[config.mk]
export PLATFORM = sky130hd
export DESIGN_NAME = delimited_frame_extractor
export DESIGN_NICKNAME = d
export VERILOG_FILES = /design/src/design/dfe_pkg.sv /design/src/design/delimited_frame_extractor.sv /design/src/design/dfe_front.sv /design/src/design/dfe_queue.sv /design/src/design/dfe_back.sv
export SDC_FILE = /design/constraint.sdc
export NUM_CORES = 1
export LEC_CHECK = 0
export BUFFER_PORTS_ARGS = -buffer_cell sky130_fd_sc_hd__buf_2
export CAP_MARGIN = 0
export CORE_AREA = 2 2 370 372
export CTS_CLUSTER_SIZE = 10
export DETAILED_ROUTE_END_ITERATION = 10
export DIE_AREA = 0 0 372 374
export SYNTH_ARGS = -nofsm -noshare
export SYNTH_HDL_FRONTEND = slang
export SYNTH_SLANG_ARGS = --single-unit
[constraint.sdc]
create_clock -name aclk -period 4.5 [get_ports aclk]
set_input_delay 0.9 -clock aclk [delete_from_list [all_inputs] [get_ports aclk]]
set_output_delay 0.9 -clock aclk [all_outputs]
set_load 0.01 [all_outputs]
[src/design/dfe_pkg.sv]
`default_nettype none

package dfe_pkg;

    // Sizing of the frame store and of the delimiters.
    localparam int MAX_FRAME     = 64;
    localparam int ADDR_W        = $clog2(MAX_FRAME);
    localparam int PATTERN_BYTES = 8;
    localparam int PAT_IDX_W     = $clog2(PATTERN_BYTES);
    localparam int LEN_W         = 4;
    localparam int IDX_W         = 7;

    // Command queue between matcher and readout.
    localparam int QUEUE_DEPTH = 2;
    localparam int QPTR_W      = $clog2(QUEUE_DEPTH);
    localparam int QCNT_W      = $clog2(QUEUE_DEPTH + 1);

    // Input operation codes.
    localparam logic [1:0] OP_BYTE    = 2'd0;
    localparam logic [1:0] OP_TICK    = 2'd1;
    localparam logic [1:0] OP_RESTART = 2'd2;

    // Configuration register indexes.
    localparam int CFG_IDX_W = 3;
    localparam logic [CFG_IDX_W-1:0] REG_START_PATTERN = 3'd0;
    localparam logic [CFG_IDX_W-1:0] REG_START_LENGTH  = 3'd1;
    localparam logic [CFG_IDX_W-1:0] REG_END_PATTERN   = 3'd2;
    localparam logic [CFG_IDX_W-1:0] REG_END_LENGTH    = 3'd3;
    localparam logic [CFG_IDX_W-1:0] REG_MAX_LENGTH    = 3'd4;
    localparam logic [CFG_IDX_W-1:0] REG_TIMEOUT_TICKS = 3'd5;

    localparam logic [5:0]  MAX_LIMIT      = 6'(MAX_FRAME - 2);
    localparam logic [3:0]  RST_START_LEN  = 4'd1;
    localparam logic [3:0]  RST_END_LEN    = 4'd1;
    localparam logic [5:0]  RST_MAX_LEN    = 6'd62;
    localparam logic [31:0] RST_TIMEOUT    = 32'd1000;

    // Store write port driven by the matcher.
    typedef struct packed {
        logic              en;
        logic [ADDR_W-1:0] addr;
        logic [7:0]        data;
    } store_wr_t;

    // One readout job: a timeout report or a frame of last_index+1 bytes.
    typedef struct packed {
        logic              timeout;
        logic [ADDR_W-1:0] last_index;
    } cmd_t;

    typedef struct packed {
        logic full;
        logic empty;
    } queue_status_t;

    function automatic logic [7:0] pat_byte(input logic [63:0] pat,
                                            input logic [PAT_IDX_W-1:0] k);
        logic [63:0] sh;
        sh = pat >> {k, 3'b000};
        return sh[7:0];
    endfunction

    function automatic logic [LEN_W-1:0] eff_len(input logic [LEN_W-1:0] len);
        if (len == '0) begin
            return LEN_W'(1);
        end else if (len > LEN_W'(PATTERN_BYTES)) begin
            return LEN_W'(PATTERN_BYTES);
        end
        return len;
    endfunction

endpackage

`default_nettype wire

[src/design/delimited_frame_extractor.sv]
// m_valid rises once a completed frame or timeout has been queued and popped by the
// readout; a frame then gives one byte per cycle while m_ready is high.
// Throughput: one input transaction per cycle, except that input stalls from frame
// completion until the frame's last byte is taken, and while two timeouts wait unread.
// Reset (aresetn low, synchronous) clears the search state, the command queue and the
// readout, and returns all configuration registers to their defaults.
`default_nettype none

module delimited_frame_extractor (
    input  wire logic                          aclk,
    input  wire logic                          aresetn,
    // Configuration write port.
    input  wire logic                          cfg_we,
    input  wire logic [dfe_pkg::CFG_IDX_W-1:0] cfg_index,
    input  wire logic [63:0]                   cfg_wdata,
    // Input transactions: bytes, ticks and restarts.
    input  wire logic                          s_valid,
    output logic                               s_ready,
    input  wire logic [1:0]                    s_op,
    input  wire logic [7:0]                    s_data_byte,
    // Result transactions: frame bytes and timeout reports.
    output logic                               m_valid,
    input  wire logic                          m_ready,
    output logic                               m_kind,
    output logic [7:0]                         m_frame_byte,
    output logic [5:0]                         m_byte_index,
    output logic                               m_last
);

    // The front end matches delimiters and fills the frame store. Each completed
    // frame or timeout becomes a small command in the queue, and the back end
    // turns that command into a run of result transactions.
    dfe_pkg::store_wr_t     store_wr;
    dfe_pkg::cmd_t          push_cmd;
    dfe_pkg::cmd_t          head;
    dfe_pkg::queue_status_t q_status;
    logic                   push;
    logic                   pop;
    logic                   frame_done;

    dfe_front u_front (
        .aclk        (aclk),
        .aresetn     (aresetn),
        .cfg_we      (cfg_we),
        .cfg_index   (cfg_index),
        .cfg_wdata   (cfg_wdata),
        .s_valid     (s_valid),
        .s_ready     (s_ready),
        .s_op        (s_op),
        .s_data_byte (s_data_byte),
        .q_status    (q_status),
        .frame_done  (frame_done),
        .store_wr    (store_wr),
        .push        (push),
        .push_cmd    (push_cmd)
    );

    dfe_queue u_queue (
        .aclk     (aclk),
        .aresetn  (aresetn),
        .push     (push),
        .push_cmd (push_cmd),
        .pop      (pop),
        .head     (head),
        .status   (q_status)
    );

    // The back end owns the frame store; frame_done tells the front end that
    // the store may be written again.
    dfe_back u_back (
        .aclk         (aclk),
        .aresetn      (aresetn),
        .store_wr     (store_wr),
        .head         (head),
        .q_status     (q_status),
        .pop          (pop),
        .frame_done   (frame_done),
        .m_valid      (m_valid),
        .m_ready      (m_ready),
        .m_kind       (m_kind),
        .m_frame_byte (m_frame_byte),
        .m_byte_index (m_byte_index),
        .m_last       (m_last)
    );

endmodule

`default_nettype wire

[src/design/dfe_front.sv]
`default_nettype none

module dfe_front (
    input  wire logic                        aclk,
    input  wire logic                        aresetn,
    input  wire logic                        cfg_we,
    input  wire logic [dfe_pkg::CFG_IDX_W-1:0] cfg_index,
    input  wire logic [63:0]                 cfg_wdata,
    input  wire logic                        s_valid,
    output logic                             s_ready,
    input  wire logic [1:0]                  s_op,
    input  wire logic [7:0]                  s_data_byte,
    input  wire dfe_pkg::queue_status_t      q_status,
    input  wire logic                        frame_done,
    output dfe_pkg::store_wr_t               store_wr,
    output logic                             push,
    output dfe_pkg::cmd_t                    push_cmd
);

    logic [63:0] start_pat_reg;
    logic [3:0]  start_len_reg;
    logic [63:0] end_pat_reg;
    logic [3:0]  end_len_reg;
    logic [5:0]  max_len_reg;
    logic [31:0] timeout_reg;

    logic [dfe_pkg::IDX_W-1:0] wi_reg, wi_next, wi_inc;
    logic                      start_seen_reg, start_seen_next;
    logic [3:0]                emc_reg, emc_next, emc_inc;
    logic [31:0]               tick_reg, tick_next, tick_inc;
    logic                      fin_reg, fin_next;
    logic                      busy_reg, busy_next;

    logic [3:0] slen, elen;
    logic [5:0] limit;
    logic       completed;

    assign slen  = dfe_pkg::eff_len(start_len_reg);
    assign elen  = dfe_pkg::eff_len(end_len_reg);
    assign limit = (max_len_reg > dfe_pkg::MAX_LIMIT) ? dfe_pkg::MAX_LIMIT : max_len_reg;

    // A pending frame readout holds off input so the store is not overwritten.
    assign s_ready = !q_status.full && !busy_reg;

    always_ff @(posedge aclk) begin
        if (!aresetn) begin
            start_pat_reg <= '0;
            start_len_reg <= dfe_pkg::RST_START_LEN;
            end_pat_reg   <= '0;
            end_len_reg   <= dfe_pkg::RST_END_LEN;
            max_len_reg   <= dfe_pkg::RST_MAX_LEN;
            timeout_reg   <= dfe_pkg::RST_TIMEOUT;
        end else if (cfg_we) begin
            case (cfg_index)
                dfe_pkg::REG_START_PATTERN: start_pat_reg <= cfg_wdata;
                dfe_pkg::REG_START_LENGTH:  start_len_reg <= cfg_wdata[3:0];
                dfe_pkg::REG_END_PATTERN:   end_pat_reg   <= cfg_wdata;
                dfe_pkg::REG_END_LENGTH:    end_len_reg   <= cfg_wdata[3:0];
                dfe_pkg::REG_MAX_LENGTH:    max_len_reg   <= cfg_wdata[5:0];
                dfe_pkg::REG_TIMEOUT_TICKS: timeout_reg   <= cfg_wdata[31:0];
                default: ;
            endcase
        end
    end

    always_comb begin
        wi_next         = wi_reg;
        start_seen_next = start_seen_reg;
        emc_next        = emc_reg;
        tick_next       = tick_reg;
        fin_next        = fin_reg;
        busy_next       = busy_reg && !frame_done;
        store_wr        = '0;
        push            = 1'b0;
        push_cmd        = '0;
        completed       = 1'b0;
        wi_inc          = wi_reg + dfe_pkg::IDX_W'(1);
        emc_inc         = emc_reg + 4'd1;
        tick_inc        = (tick_reg != '1) ? tick_reg + 32'd1 : tick_reg;

        if (s_valid && s_ready) begin
            case (s_op)
                dfe_pkg::OP_RESTART: begin
                    wi_next         = '0;
                    start_seen_next = 1'b0;
                    emc_next        = '0;
                    tick_next       = '0;
                    fin_next        = 1'b0;
                end
                dfe_pkg::OP_TICK: begin
                    if (!fin_reg) begin
                        tick_next = tick_inc;
                        if (tick_inc >= timeout_reg) begin
                            fin_next         = 1'b1;
                            push             = 1'b1;
                            push_cmd.timeout = 1'b1;
                        end
                    end
                end
                dfe_pkg::OP_BYTE: begin
                    if (!fin_reg) begin
                        if (!start_seen_reg) begin
                            if (s_data_byte == dfe_pkg::pat_byte(start_pat_reg,
                                    wi_reg[dfe_pkg::PAT_IDX_W-1:0])) begin
                                store_wr.en   = 1'b1;
                                store_wr.addr = wi_reg[dfe_pkg::ADDR_W-1:0];
                                store_wr.data = s_data_byte;
                                if (wi_inc >= dfe_pkg::IDX_W'(slen)) begin
                                    start_seen_next = 1'b1;
                                end else begin
                                    wi_next = wi_inc;
                                end
                            end else if (s_data_byte == dfe_pkg::pat_byte(start_pat_reg,
                                    '0)) begin
                                store_wr.en   = 1'b1;
                                store_wr.addr = '0;
                                store_wr.data = s_data_byte;
                                wi_next       = dfe_pkg::IDX_W'(1);
                            end else begin
                                wi_next = '0;
                            end
                        end else begin
                            wi_next       = wi_inc;
                            store_wr.en   = 1'b1;
                            store_wr.addr = wi_inc[dfe_pkg::ADDR_W-1:0];
                            store_wr.data = s_data_byte;
                            if (s_data_byte == dfe_pkg::pat_byte(end_pat_reg,
                                    emc_reg[dfe_pkg::PAT_IDX_W-1:0])) begin
                                emc_next = emc_inc;
                                if (emc_inc >= elen) begin
                                    completed           = 1'b1;
                                    fin_next            = 1'b1;
                                    busy_next           = 1'b1;
                                    push                = 1'b1;
                                    push_cmd.last_index = wi_inc[dfe_pkg::ADDR_W-1:0];
                                end
                            end else if (s_data_byte == dfe_pkg::pat_byte(end_pat_reg,
                                    '0)) begin
                                emc_next = 4'd1;
                            end else begin
                                emc_next = '0;
                            end
                        end
                        // The completing byte is exempt from the length limit.
                        if (!completed && wi_next > dfe_pkg::IDX_W'(limit)) begin
                            wi_next         = '0;
                            start_seen_next = 1'b0;
                            emc_next        = '0;
                        end
                    end
                end
                default: ;
            endcase
        end
    end

    always_ff @(posedge aclk) begin
        if (!aresetn) begin
            wi_reg         <= '0;
            start_seen_reg <= 1'b0;
            emc_reg        <= '0;
            tick_reg       <= '0;
            fin_reg        <= 1'b0;
            busy_reg       <= 1'b0;
        end else begin
            wi_reg         <= wi_next;
            start_seen_reg <= start_seen_next;
            emc_reg        <= emc_next;
            tick_reg       <= tick_next;
            fin_reg        <= fin_next;
            busy_reg       <= busy_next;
        end
    end

endmodule

`default_nettype wire

[src/design/dfe_queue.sv]
`default_nettype none

module dfe_queue (
    input  wire logic                   aclk,
    input  wire logic                   aresetn,
    input  wire logic                   push,
    input  wire dfe_pkg::cmd_t          push_cmd,
    input  wire logic                   pop,
    output dfe_pkg::cmd_t               head,
    output dfe_pkg::queue_status_t      status
);

    dfe_pkg::cmd_t entries [dfe_pkg::QUEUE_DEPTH];

    logic [dfe_pkg::QPTR_W-1:0] wr_ptr_reg, rd_ptr_reg;
    logic [dfe_pkg::QCNT_W-1:0] count_reg;
    logic                       do_push, do_pop;

    assign status.full  = (count_reg == dfe_pkg::QCNT_W'(dfe_pkg::QUEUE_DEPTH));
    assign status.empty = (count_reg == '0);
    assign do_push      = push && !status.full;
    assign do_pop       = pop && !status.empty;
    assign head         = entries[rd_ptr_reg];

    always_ff @(posedge aclk) begin
        if (do_push) begin
            entries[wr_ptr_reg] <= push_cmd;
        end
    end

    always_ff @(posedge aclk) begin
        if (!aresetn) begin
            wr_ptr_reg <= '0;
            rd_ptr_reg <= '0;
            count_reg  <= '0;
        end else begin
            if (do_push) begin
                wr_ptr_reg <= (wr_ptr_reg == dfe_pkg::QPTR_W'(dfe_pkg::QUEUE_DEPTH - 1))
                              ? '0 : wr_ptr_reg + dfe_pkg::QPTR_W'(1);
            end
            if (do_pop) begin
                rd_ptr_reg <= (rd_ptr_reg == dfe_pkg::QPTR_W'(dfe_pkg::QUEUE_DEPTH - 1))
                              ? '0 : rd_ptr_reg + dfe_pkg::QPTR_W'(1);
            end
            case ({do_push, do_pop})
                2'b10:   count_reg <= count_reg + dfe_pkg::QCNT_W'(1);
                2'b01:   count_reg <= count_reg - dfe_pkg::QCNT_W'(1);
                default: ;
            endcase
        end
    end

endmodule

`default_nettype wire

[src/design/dfe_back.sv]
`default_nettype none

module dfe_back (
    input  wire logic                   aclk,
    input  wire logic                   aresetn,
    input  wire dfe_pkg::store_wr_t     store_wr,
    input  wire dfe_pkg::cmd_t          head,
    input  wire dfe_pkg::queue_status_t q_status,
    output logic                        pop,
    output logic                        frame_done,
    output logic                        m_valid,
    input  wire logic                   m_ready,
    output logic                        m_kind,
    output logic [7:0]                  m_frame_byte,
    output logic [5:0]                  m_byte_index,
    output logic                        m_last
);

    typedef enum logic [1:0] {
        ST_IDLE = 2'b01,
        ST_SHOW = 2'b10
    } state_t;

    state_t state_reg, state_next;

    logic [7:0] store [dfe_pkg::MAX_FRAME];
    logic [7:0] rd_data_reg;
    logic       rd_en;
    logic [dfe_pkg::ADDR_W-1:0] rd_addr;

    logic                       kind_reg, kind_next;
    logic [dfe_pkg::ADDR_W-1:0] idx_reg, idx_next;
    logic [dfe_pkg::ADDR_W-1:0] last_idx_reg, last_idx_next;

    always_ff @(posedge aclk) begin
        if (store_wr.en) begin
            store[store_wr.addr] <= store_wr.data;
        end
        if (rd_en) begin
            rd_data_reg <= store[rd_addr];
        end
    end

    assign m_valid      = (state_reg == ST_SHOW);
    assign m_kind       = kind_reg;
    assign m_frame_byte = kind_reg ? 8'd0 : rd_data_reg;
    assign m_byte_index = kind_reg ? 6'd0 : 6'(idx_reg);
    assign m_last       = kind_reg || (idx_reg == last_idx_reg);
    assign frame_done   = m_valid && m_ready && m_last && !kind_reg;

    always_comb begin
        state_next    = state_reg;
        kind_next     = kind_reg;
        idx_next      = idx_reg;
        last_idx_next = last_idx_reg;
        pop           = 1'b0;
        rd_en         = 1'b0;
        rd_addr       = '0;
        case (state_reg)
            ST_IDLE: begin
                if (!q_status.empty) begin
                    pop           = 1'b1;
                    kind_next     = head.timeout;
                    idx_next      = '0;
                    last_idx_next = head.timeout ? '0 : head.last_index;
                    rd_en         = !head.timeout;
                    state_next    = ST_SHOW;
                end
            end
            ST_SHOW: begin
                if (m_ready) begin
                    if (m_last) begin
                        state_next = ST_IDLE;
                    end else begin
                        // Fetch the next byte so it shows right after this one.
                        idx_next = idx_reg + dfe_pkg::ADDR_W'(1);
                        rd_en    = 1'b1;
                        rd_addr  = idx_reg + dfe_pkg::ADDR_W'(1);
                    end
                end
            end
            default: state_next = ST_IDLE;
        endcase
    end

    always_ff @(posedge aclk) begin
        if (!aresetn) begin
            state_reg <= ST_IDLE;
        end else begin
            state_reg <= state_next;
        end
        kind_reg     <= kind_next;
        idx_reg      <= idx_next;
        last_idx_reg <= last_idx_next;
    end

endmodule

`default_nettype wire

=== Word level (Yosys, flattened, before mapping) ===
Memory sizes are Yosys's and may differ from the RTL's. A register that Yosys moved wholly into a read port is not among the register bits.
Cells that the tools add are included.

* Shifts and indexed selects: 2
* $lt $le $gt $ge: 7
* Bitwise logic cells: 1
* Equal/unequal tests: 25
* Add/sub/neg operators: 8
* Reductions and logical operators: 40
* Muxes and demuxes: 97

{| class="wikitable"
|+ Operator list
! kind !! count
|-
| $shr 64x6->8 || 2
|-
| $mux 15 || 6
|-
| $mux 6 || 13
|-
| $mux 32 || 2
|-
| $pmux 32 s2 || 1
|-
| $mux 7 || 9
|-
| $mux 1 || 43
|-
| $mux 4 || 10
|-
| $add 32x1->32 const B || 1
|-
| $eq 8x8->1 || 4
|-
| $ge 32x32->1 || 1
|-
| $ne 32x32->1 const B || 1
|-
| $reduce_and 2->1 || 8
|-
| $pmux 7 s2 || 1
|-
| $ne 2x2->1 const B || 6
|-
| $pmux 6 s2 || 1
|-
| $logic_and 1x1->1 || 9
|-
| $reduce_and 3->1 || 3
|-
| $eq 2x2->1 const B || 4
|-
| $gt 4x4->1 const B || 2
|-
| $logic_not 4->1 || 2
|-
| $mux 8 || 1
|-
| $pmux 2 s2 || 2
|-
| $pmux 4 s2 || 1
|-
| 27 further kinds || 47
|}

* Register bits: 239
* Word-level logic and storage cells: 201
* Input bits: 82
* Output and inout port bits: 18
* Bits in writable memories: 526
* Memories kept: 2

{| class="wikitable"
|+ Memory list
! memory !! words !! bits a word !! read ports !! clocked after memory_dff !! write ports !! RTL line !! source
|-
| u_back.store || 64 || 8 || 1 || 1 || 1 || dfe_back.sv:26 || <nowiki>logic [7:0] store [dfe_pkg::MAX_FRAME];</nowiki>
|-
| u_queue.entries || 2 || 7 || 1 || 1 || 1 || dfe_queue.sv:13 || <nowiki>dfe_pkg::cmd_t entries [dfe_pkg::QUEUE_DEPTH];</nowiki>
|}

=== Logic depth before layout (Yosys ltp) ===
Gate-level depths: netlist of run 1.

* Word-level depth: 16
* Mapped depth: 20
* Depth with buffers taken out: 20

=== By module ===
From an unflattened synthesis of run 1, not the netlist that was laid out.

* Cells, all modules: 3,101
* Area total of the unflattened synthesis: 35,401.5 µm²

{| class="wikitable"
|+ By module, submodules not included
! module !! seq. area each (µm²) !! instances !! cells an instance !! area each (µm²)
|-
| dfe_back || 16,045.4 || 1 || 1,566 || 22,365.2
|-
| dfe_front || 4,404.2 || 1 || 1,486 || 12,305.6
|-
| dfe_queue || 520.5 || 1 || 49 || 730.7
|}

=== Worst setup path after synthesis of run 1 ===
Ideal clock, no wire load.

* Path type: flip-flop to flip-flop
* Start: reg u_front.tick_reg[13]
* End: reg u_queue.count_reg[1] (netlist bit)
* Required time: 4.430 ns
* Period minus slack after synthesis: 4.348 ns
* Library setup time: 0.070 ns
* Cell stages (with the launch flop): 19
* Path buffers: 2
* Path slack: 0.152 ns
* Data arrival time: 4.278 ns
* Cell sequence: dfxtp_1 and4_1 and4_1 clkbuf_1 nand4b_1 clkbuf_1 nand2b_1 or3_1 xnor2_1 ha_1 and4_1 a2111oi_0 o211ai_1 a21oi_1 o221a_2 a2bb2oi_1 ha_1 or3_1 a21oi_1

* Cells in the longest elaborated chain, start to end: 10
* Elaborated cells on any way between the ends: 13
* Classes of those cells: add/sub: 1; order compare: 1; eq/ne: 3; mux: 6; reduce/logical: 2

{| class="wikitable"
|+ RTL lines
! item !! RTL line !! source
|-
| start: declaration || dfe_front.sv:30 || <nowiki>logic [31:0] tick_reg, tick_next, tick_inc;</nowiki>
|-
| start signal: assignment || dfe_front.sv:169 || <nowiki>tick_reg <= tick_next;</nowiki>
|-
| $add 32x1->32 or $ne 32x32->1 (tied branches) || dfe_front.sv:79 || <nowiki>tick_inc = (tick_reg != '1) ? tick_reg + 32'd1 : tick_reg;</nowiki>
|-
| $mux 32 * || dfe_front.sv:79 ||
|-
| $ge 32x32->1 * || dfe_front.sv:93 || <nowiki>if (tick_inc >= timeout_reg) begin</nowiki>
|-
| $mux 1 * || dfe_front.sv:93 ||
|-
| $mux 1 * || dfe_front.sv:91 || <nowiki>if (!fin_reg) begin</nowiki>
|-
| $pmux 1 s2 * || dfe_front.sv:82 || <nowiki>case (s_op)</nowiki>
|-
| $mux 1 * || dfe_front.sv:81 || <nowiki>if (s_valid && s_ready) begin</nowiki>
|-
| $logic_and 1x1->1 * || dfe_queue.sv:21 || <nowiki>assign do_push = push && !status.full;</nowiki>
|-
| $eq 2x1->1 or $eq 2x2->1 (tied branches) || dfe_queue.sv:45 || <nowiki>case ({do_push, do_pop})</nowiki>
|-
| $pmux 2 s2 or $reduce_bool 2->1 (tied branches) || n/a ||
|-
| end signal: assignment || dfe_queue.sv:46 || <nowiki>2'b10: count_reg <= count_reg + dfe_pkg::QCNT_W'(1);</nowiki>
|-
| end signal: assignment || dfe_queue.sv:47 || <nowiki>2'b01: count_reg <= count_reg - dfe_pkg::QCNT_W'(1);</nowiki>
|-
| end: declaration || dfe_queue.sv:16 || <nowiki>logic [dfe_pkg::QCNT_W-1:0] count_reg;</nowiki>
|}

Every way passes the cells marked *; elsewhere a longest branch is shown, timed or not.
A chain may end at the register's enable or synchronous reset.

=== Final worst setup path of run 1 ===
* Start: reg u_front.tick_reg[12]
* End: reg u_queue.count_reg[1] (netlist bit)

The elaborated chain is that of the path after synthesis.

==> results of run 1 <==
==> cells by family after synthesis <==
group | count (synthesis)
and+or+nand+nor | 1024
muxes | 91
DFF | 774
buffers and inverters | 264
xor gates and xnor gates | 89
adders and majority gates | 53
AOI/OAI and AO/OA | 676
==> worst max-delay path by stage <==
stage          depth (start not counted)                   end                  from  slack, ns
3_3_place_gp                          16  u_queue.count_reg[1]   u_front.tick_reg[9]      -0.06
4_1_cts                               18  u_queue.count_reg[1]   u_front.tick_reg[1]      0.006
6_report                              20  u_queue.count_reg[1]  u_front.tick_reg[12]       0.27
5_1_grt                               15    u_front.emc_reg[2]     u_front.wi_reg[1]      -0.02
3_5_place_dp                          17  u_queue.count_reg[1]   u_front.tick_reg[1]      -0.08
2_1_floorplan                         18  u_queue.count_reg[1]  u_front.tick_reg[13]       0.15
==> worst reg2reg max path: stages (launching register included) <==
cell       delay [ns]
dfxtp_1          0.31
and4_1           0.20
and4_1           0.23
nand4b_1         0.13
buf_4            0.17
nand4b_1         0.21
buf_4            0.22
nor2_4           0.12
nand3_2          0.11
xnor2_1          0.15
ha_1             0.29
nand4_1          0.15
or2_4            0.30
nor3_2           0.20
a21oi_2          0.11
o221a_2          0.31
a2bb2oi_2        0.16
ha_4             0.20
xnor2_1          0.13
or3_1            0.31
a21oi_1          0.14
==> timing repair <==
item | in CTS | in global routing
pin swaps | 1 | 2
resized for setup | 0 | 25
buffers inserted | 2 | 2
setup endpoints to repair | 8 | 25
==> metrics by stage <==
step | total power, W | util | setup slack (ns) | cells
final | 0.01529 | 0.2948 | 0.2663 | 4950
after global routing | 0.01574 | 0.2948 | -0.01854 | 4950
after CTS | 0.01536 | 0.2939 | 0.005752 | 4948
after detailed placement | 0.008927 | 0.2754 | -0.08450 | 4833
after global placement | 0.008918 | 0.2754 | -0.05890 | 4833
after floorplan | 0.008444 | - | 0.1518 | 2971
==> cell type report <==
class                           count  area (sq um)
Clock buffer                      103          2342
Tap cell                         1781          2228
Sequential cell                   774         20970
Clock inverter                     10         142.6
Timing Repair Buffer              281          2024
Multi-Input combinational cell   1933         11820
Inverter                           68         261.5
Fill cell                       13674         95170
==> power groups by stage <==
stage,logic [W],clock network (W),registers (W)
3_3_place_gp,0.00107,0,0.00784
6_report,0.00110,0.00648,0.00770
3_5_place_dp,0.00108,0,0.00785
5_1_grt,0.00118,0.00685,0.00771
4_1_cts,0.00108,0.00657,0.00770
2_1_floorplan,0.000641,0,0.00780
==> metal layers <==
| metal | vias to the layer above | global-route usage | share of wire |
|---|---|---|---|
| met5 | - | 0 | 0.00034 |
| met4 | 6 | 0.03583 | 0.025 |
| met3 | 171 | 0.03569 | 0.094 |
| met2 | 1018 | 0.2052 | 0.44 |
| met1 | 11929 | 0.1940 | 0.44 |
| li1 | 11255 | - | - |
==> cell usage in the layout, fill, tap and decap left out, types with 55 or more instances in the layout <==
| cell type | synthesis | final |
|---|---|---|
| a21oi_1 | 255 | 253 |
| buf_2 | 6 | 99 |
| buf_4 | 3 | 169 |
| clkbuf_16 | 0 | 91 |
| dfxtp_1 | 227 | 227 |
| edfxtp_1 | 547 | 547 |
| inv_1 | 65 | 64 |
| mux2i_1 | 55 | 55 |
| nand2_1 | 468 | 467 |
| nor2_1 | 281 | 277 |
| o22ai_1 | 119 | 119 |
| xnor2_1 | 64 | 63 |
==> results by group, run 1 <==
Timing
  • Total negative slack: 0 ns
  • Relative slew slack: 0.1246
  • Crit path time final: 4.234 ns
  • # setup viols final: 0
  • Unrepaired setup endpoints after global routing: true
  • Slew Viols, Final: 0
  • Fmax: 236.2 MHz
  • Worst-case clock skew: 0.03918 ns
  • Worst hold margin: 0.4512 ns
  • Fin crit share: 0.9408
  • Slew @ Worst Pin: 1.308 ns
  • Final hold vios: 0

Min path
  • Worst Hold Depth: 2
  • Hold_sp: u_front.end_pat_reg[53]
  • Worst hold path endpoint: u_front.end_pat_reg[53]
  • Worst min path class: flip-flop to flip-flop

Synth
  • Syn Inst Count: 2971
  • Synth cell types: 79
  • Synth Area in Adders: 0.01973
  • Combinational family with the most area after synthesis: simple AND/OR/NAND/NOR gates
  • Post-synthesis mux area share: 0.03715
  • Synth Register Bits: 774
  • Main area contributors after synthesis: edfxtp_1, dfxtp_1, nand2_1
  • Post-synth top cells: edfxtp_1, nand2_1, nor2_1
  • Simple-gate share of the synthesized area: 0.1335
  • Post-synthesis sequential area ratio: 0.6239
  • Synth Net Count: 3106
  • Synth Area in Compound Gates: 0.1318
  • Yosys warns: 0
  • Post-synth EDFFs: 547
  • Async set-reset flop share out of synthesis: 0
  • Cell taking the most area after synthesis: edfxtp_1
  • Most numerous cell in the Yosys netlist: edfxtp_1
  • Synthesized cell area: 33610 sq um
  • Syn avg cell area: 11.31 sq um
  • Primary FF master, synth: edfxtp_1
  • Post-Synth XOR/XNOR Area: 0.02319
  • Synth top area share: 0.4887

Clocking
  • Clock Sinks: 774
  • CTS tree: done
  • CTS root buf: clkbuf_16
  • Worst skew pair latency: 0.67 ns
  • H-tree lvl count: 3
  • CTS clk-pin slew, worst paths: 0.06 ns
  • Clock Path Buffers: 3
  • Cts hold-fix bufs: 0
  • Number of CTS-inserted buffers: 89

Place
  • Final GP Congestion: 0.8646
  • DP Area: 37160 sq um
  • DPL Wire Length: 65960 um
  • Port Buffer Count: 99

Power
  • Sequential power share: 0.504
  • Switch share: 0.2391
  • Lkg Pwr: 12.46 nW
  • NetSw: 0.003654 W
  • Power Dens Cells: 384.1 nW/um^2
  • Internal power: 0.01163 W
  • Comb pwr share: 0.072
  • Part of the power in the clock network: 0.424
  • VDD IR-drop max: 273.5 uV

Setup path
  • Worst Path Max Fanout: 6
  • R2R Setup Slk: 0.27 ns
  • Crit-path max cell delay: 0.31 ns
  • Crit path DAT: 4.79 ns
  • R2R depth: 20
  • Worst path top cell family by delay: simple AND/OR/NAND/NOR gates
  • Crit path capture type: flip-flop
  • R2R Path End: u_queue.count_reg[1]
  • Critical path required time: 5.06 ns
  • Startpoint types: flip-flop
  • WS Path Type: flip-flop to flip-flop
  • WP buf/inv: 2
  • Reg-to-Reg Start: u_front.tick_reg[12]
  • Crit-path cells: and4_1, and4_1, nand4b_1, buf_4, nand4b_1, buf_4, nor2_4, nand3_2, xnor2_1, ha_1, nand4_1, or2_4, nor3_2, a21oi_2, o221a_2, a2bb2oi_2, ha_4, xnor2_1, or3_1, a21oi_1
  • Slowest cell on the critical path: dfxtp_1

Die
  • Starting Density: 0.2491
  • IO Pins: 100
  • Die area: 139100 sq um
  • DIE HEIGHT: 374 um
  • Die W: 372 um
  • FP Rows: 135
  • Core Region: 135000 sq um

Detailed routing
  • ANT nets after route: 0
  • Drt wl/cell: 20.00 um
  • Vias/cell: 4.925
  • Initial DRC Count: 2635
  • DRC: 0
  • Drt pass-1 iters: 5
  • Routed WL: 98980 um
  • Vias: 24379

Global routing
  • Initial antenna violation count: 9
  • Global-route wire length before repair: 146200 um
  • Number of global-route vias before repair: 23372
  • Global-route usage over all layers: 0.1368
  • Pin count of the biggest net entering global routing: 99
  • Grt total ovfl: 0

Final layout
  • Layout Nets: 3282
  • Antenna fix cells: 0
  • Area growth from synthesis to layout: 18.38%
  • Fraction of layout cells with a size suffix above 1: 0.1534
  • Final Cell Area: 39790 sq um
  • Number of flip-flops in the largest register: 512

Flow run
  • Max-cap violations: 0

Run status
  • Status: completed
Note: power is estimated with default switching activity, not from simulation.
==> run 2: changes to the inputs <==
--- a/config.mk
+++ b/config.mk
@@ -5,12 +5,13 @@
 export SDC_FILE = /design/constraint.sdc
 export NUM_CORES = 1
 export LEC_CHECK = 0
+export ABC_AREA = 1
 export BUFFER_PORTS_ARGS = -buffer_cell sky130_fd_sc_hd__buf_2
 export CAP_MARGIN = 0
-export CORE_AREA = 2 2 370 372
+export CORE_AREA = 2 2 422 340
 export CTS_CLUSTER_SIZE = 10
 export DETAILED_ROUTE_END_ITERATION = 10
-export DIE_AREA = 0 0 372 374
+export DIE_AREA = 0 0 424 342
 export SYNTH_ARGS = -nofsm -noshare
 export SYNTH_HDL_FRONTEND = slang
 export SYNTH_SLANG_ARGS = --single-unit
==> results by group, run 2 <==
Setup path
  • Crit path capture type: flip-flop
  • Critical path required time: 5.04 ns
  • Worst Path Max Fanout: 42
  • Crit path DAT: 4.72 ns
  • Startpoint types: flip-flop
  • WS Path Type: flip-flop to flip-flop

Flow run
  • Max-cap violations: 0

Timing
  • Relative slew slack: 0.2212
  • Final hold vios: 0
  • Crit path time final: 4.175 ns
  • # setup viols final: 0
  • Worst hold margin: 0.4507 ns
  • Fin crit share: 0.9279
  • Fmax: 239.5 MHz
  • Worst-case clock skew: 0.03703 ns
  • Slew @ Worst Pin: 1.167 ns
  • Slew Viols, Final: 0

Synth
  • Most numerous cell in the Yosys netlist: nand2_1
  • Primary FF master, synth: edfxtp_1
  • Synth Net Count: 3917
  • Synth cell types: 47
  • Cell taking the most area after synthesis: edfxtp_1
  • Synthesized cell area: 35070 sq um
  • Yosys warns: 0
  • Synth top area share: 0.4684
  • Synth Register Bits: 774
  • Syn avg cell area: 9.273 sq um
  • Async set-reset flop share out of synthesis: 0
  • Post-synth EDFFs: 547
  • Syn Inst Count: 3782
  • Main area contributors after synthesis: edfxtp_1, dfxtp_1, nand2_1
  • Post-synth top cells: nand2_1, nor2_1, edfxtp_1
  • Post-synthesis sequential area ratio: 0.5980

Die
  • Starting Density: 0.2478
  • Die W: 424 um
  • Core Region: 141500 sq um
  • FP Rows: 124
  • IO Pins: 100
  • Die area: 145000 sq um
  • DIE HEIGHT: 342 um

Global routing
  • Pin count of the biggest net entering global routing: 245
  • Grt total ovfl: 0
  • Global-route wire length before repair: 151100 um
  • Initial antenna violation count: 9
  • Global-route usage over all layers: 0.1333
  • Number of global-route vias before repair: 24933

Place
  • Final GP Congestion: 0.8697
  • DPL Wire Length: 62640 um
  • Placed Instances: 5683
  • Port Buffer Count: 99

Final layout
  • Final non-filler cell total: 5816
  • Commonest cells after routing, fill and taps aside: nand2_1, nor2_1, edfxtp_1
  • Finished Core Util: 0.2880
  • Number of flip-flops in the largest register: 512
  • Layout Nets: 4020
  • Area growth from synthesis to layout: 16.19%
  • Fraction of layout cells with a size suffix above 1: 0.09842
  • Commonest non-fill, non-tap cell in the layout: nand2_1

Power
  • VDD IR-drop max: 266.6 uV
  • Internal power: 0.01149 W
  • Lkg Pwr: 16.92 nW
  • Comb pwr share: 0.051
  • Power Dens Cells: 366.8 nW/um^2
  • Part of the power in the clock network: 0.436
  • NetSw: 0.003457 W
  • Switch share: 0.2313
  • Sequential power share: 0.514

Detailed routing
  • Initial DRC Count: 2598
  • DRC: 0
  • Vias/cell: 4.585
  • Routed WL: 98860 um
  • ANT nets after route: 0
  • Drt pass-1 iters: 6
  • Vias: 26667
  • Drt wl/cell: 17.00 um

Clocking
  • Clock Sinks: 774
  • Number of CTS-inserted buffers: 89
  • Clock Path Buffers: 3
  • CTS root buf: clkbuf_16
  • Cts hold-fix bufs: 0
  • Worst skew pair latency: 0.69 ns
  • CTS clk-pin slew, worst paths: 0.06 ns
  • CTS tree: done
  • H-tree lvl count: 3

Run status
  • Status: completed

Min path
  • Worst min path class: flip-flop to flip-flop
run 2: changes by cell type after synthesis, sizes merged, moves of 61 or more:
cell    change
inv       +340
nand3     +336
nor2      +302
o21ai     +249
nand2     +164
o22ai     -118
o211ai    +116
a21oi     -103
buf        +62
clkbuf     -61
run 2: area by class of cell:
cell class                 instances  area [sq um]
fill                           14881        100800
sequential                       774         20970
multi-input combinational       2402         11880
tap                             1890          2365
clock buffer                     120          2354
inverter                         409          1538
timing repair buffer             209          1499
clock inverter                     8         131.4
antenna                            4         10.01
run 2: final timing paths:
check                                          startpoint                   endpoint  slack, ns  cells past startpoint
worst min register to register  u_front.start_pat_reg[42]  u_front.start_pat_reg[42]       0.45                      2
worst max-delay path                    u_front.wi_reg[0]         u_front.emc_reg[3]       0.32                     23
worst max register to register          u_front.wi_reg[0]         u_front.emc_reg[3]       0.32                     23
worst min-delay path            u_front.start_pat_reg[42]  u_front.start_pat_reg[42]       0.45                      2
run 2: timing repair:
item	in CTS	in global routing
buffers inserted	0	1
endpoints found under the hold margin	0	0
resized for setup	0	12
setup endpoints to repair	0	16
run 2: cell families (layout without fill, tap and decap cells):
family,count (synthesis),count (layout),share of synthesized area
AND/OR/NAND/NOR,1678,1678,0.2010
flip-flops,774,774,0.5980
AO/OA/AOI/OAI,614,614,0.09990
buffers and inverters,606,746,0.06754
adder cells (fa/ha/maj),53,53,0.01891
XOR/XNOR,50,50,0.01249
multiplexers,7,7,0.002212
other,0,4,0
run 2: metrics by stage:
step / power [W] / worst slack [ns] / instance area, sq um / TNS (ns)
2_1_floorplan: 0.008291 / 0.7009 / 35070 / 0
3_3_place_gp: 0.008564 / 0.1650 / 38190 / 0
3_5_place_dp: 0.008577 / 0.09325 / 38190 / 0
4_1_cts: 0.01509 / 0.09793 / 40680 / 0
5_1_grt: 0.01546 / -0.04835 / 40750 / -0.04835
6_report: 0.01495 / 0.3246 / 40750 / 0
run 2: worst max-delay path, stage by stage, from the launching register on:
cell and delay (ns):
dfxtp_2 0.47, buf_4 0.45, nand2_1 0.11, nand3_1 0.16, nand3_1 0.13, nand2_1 0.10, nand2_1 0.05, nand2_1 0.06
nand3_1 0.06, nor2_1 0.10, nand2_1 0.20, nand2_4 0.20, inv_2 0.11, a211oi_1 0.35, ha_1 0.30, and3_1 0.19
a32oi_1 0.20, nor2_1 0.07, nand2_1 0.09, nand3_1 0.25, nand2_1 0.21, nand2_1 0.07, nand2_1 0.06, nor2_1 0.04
run 2: per-layer routing:
metal | GRT usage | wire length [um] | vias up
li1 | - | - | 12929
met1 | 0.1890 | 45450 | 12713
met2 | 0.2062 | 44360 | 883
met3 | 0.02685 | 7038 | 134
met4 | 0.03566 | 1953 | 8
met5 | 0 | 60 | -
run 2: power groups by stage:
stage | Sequential [W] | Combinational [W] | Clock (W)
2_1_floorplan | 0.00781 | 0.000483 | 0
3_3_place_gp | 0.00782 | 0.000742 | 0
3_5_place_dp | 0.00782 | 0.000753 | 0
4_1_cts | 0.00768 | 0.000757 | 0.00666
5_1_grt | 0.00768 | 0.000854 | 0.00692
6_report | 0.00768 | 0.000757 | 0.00651
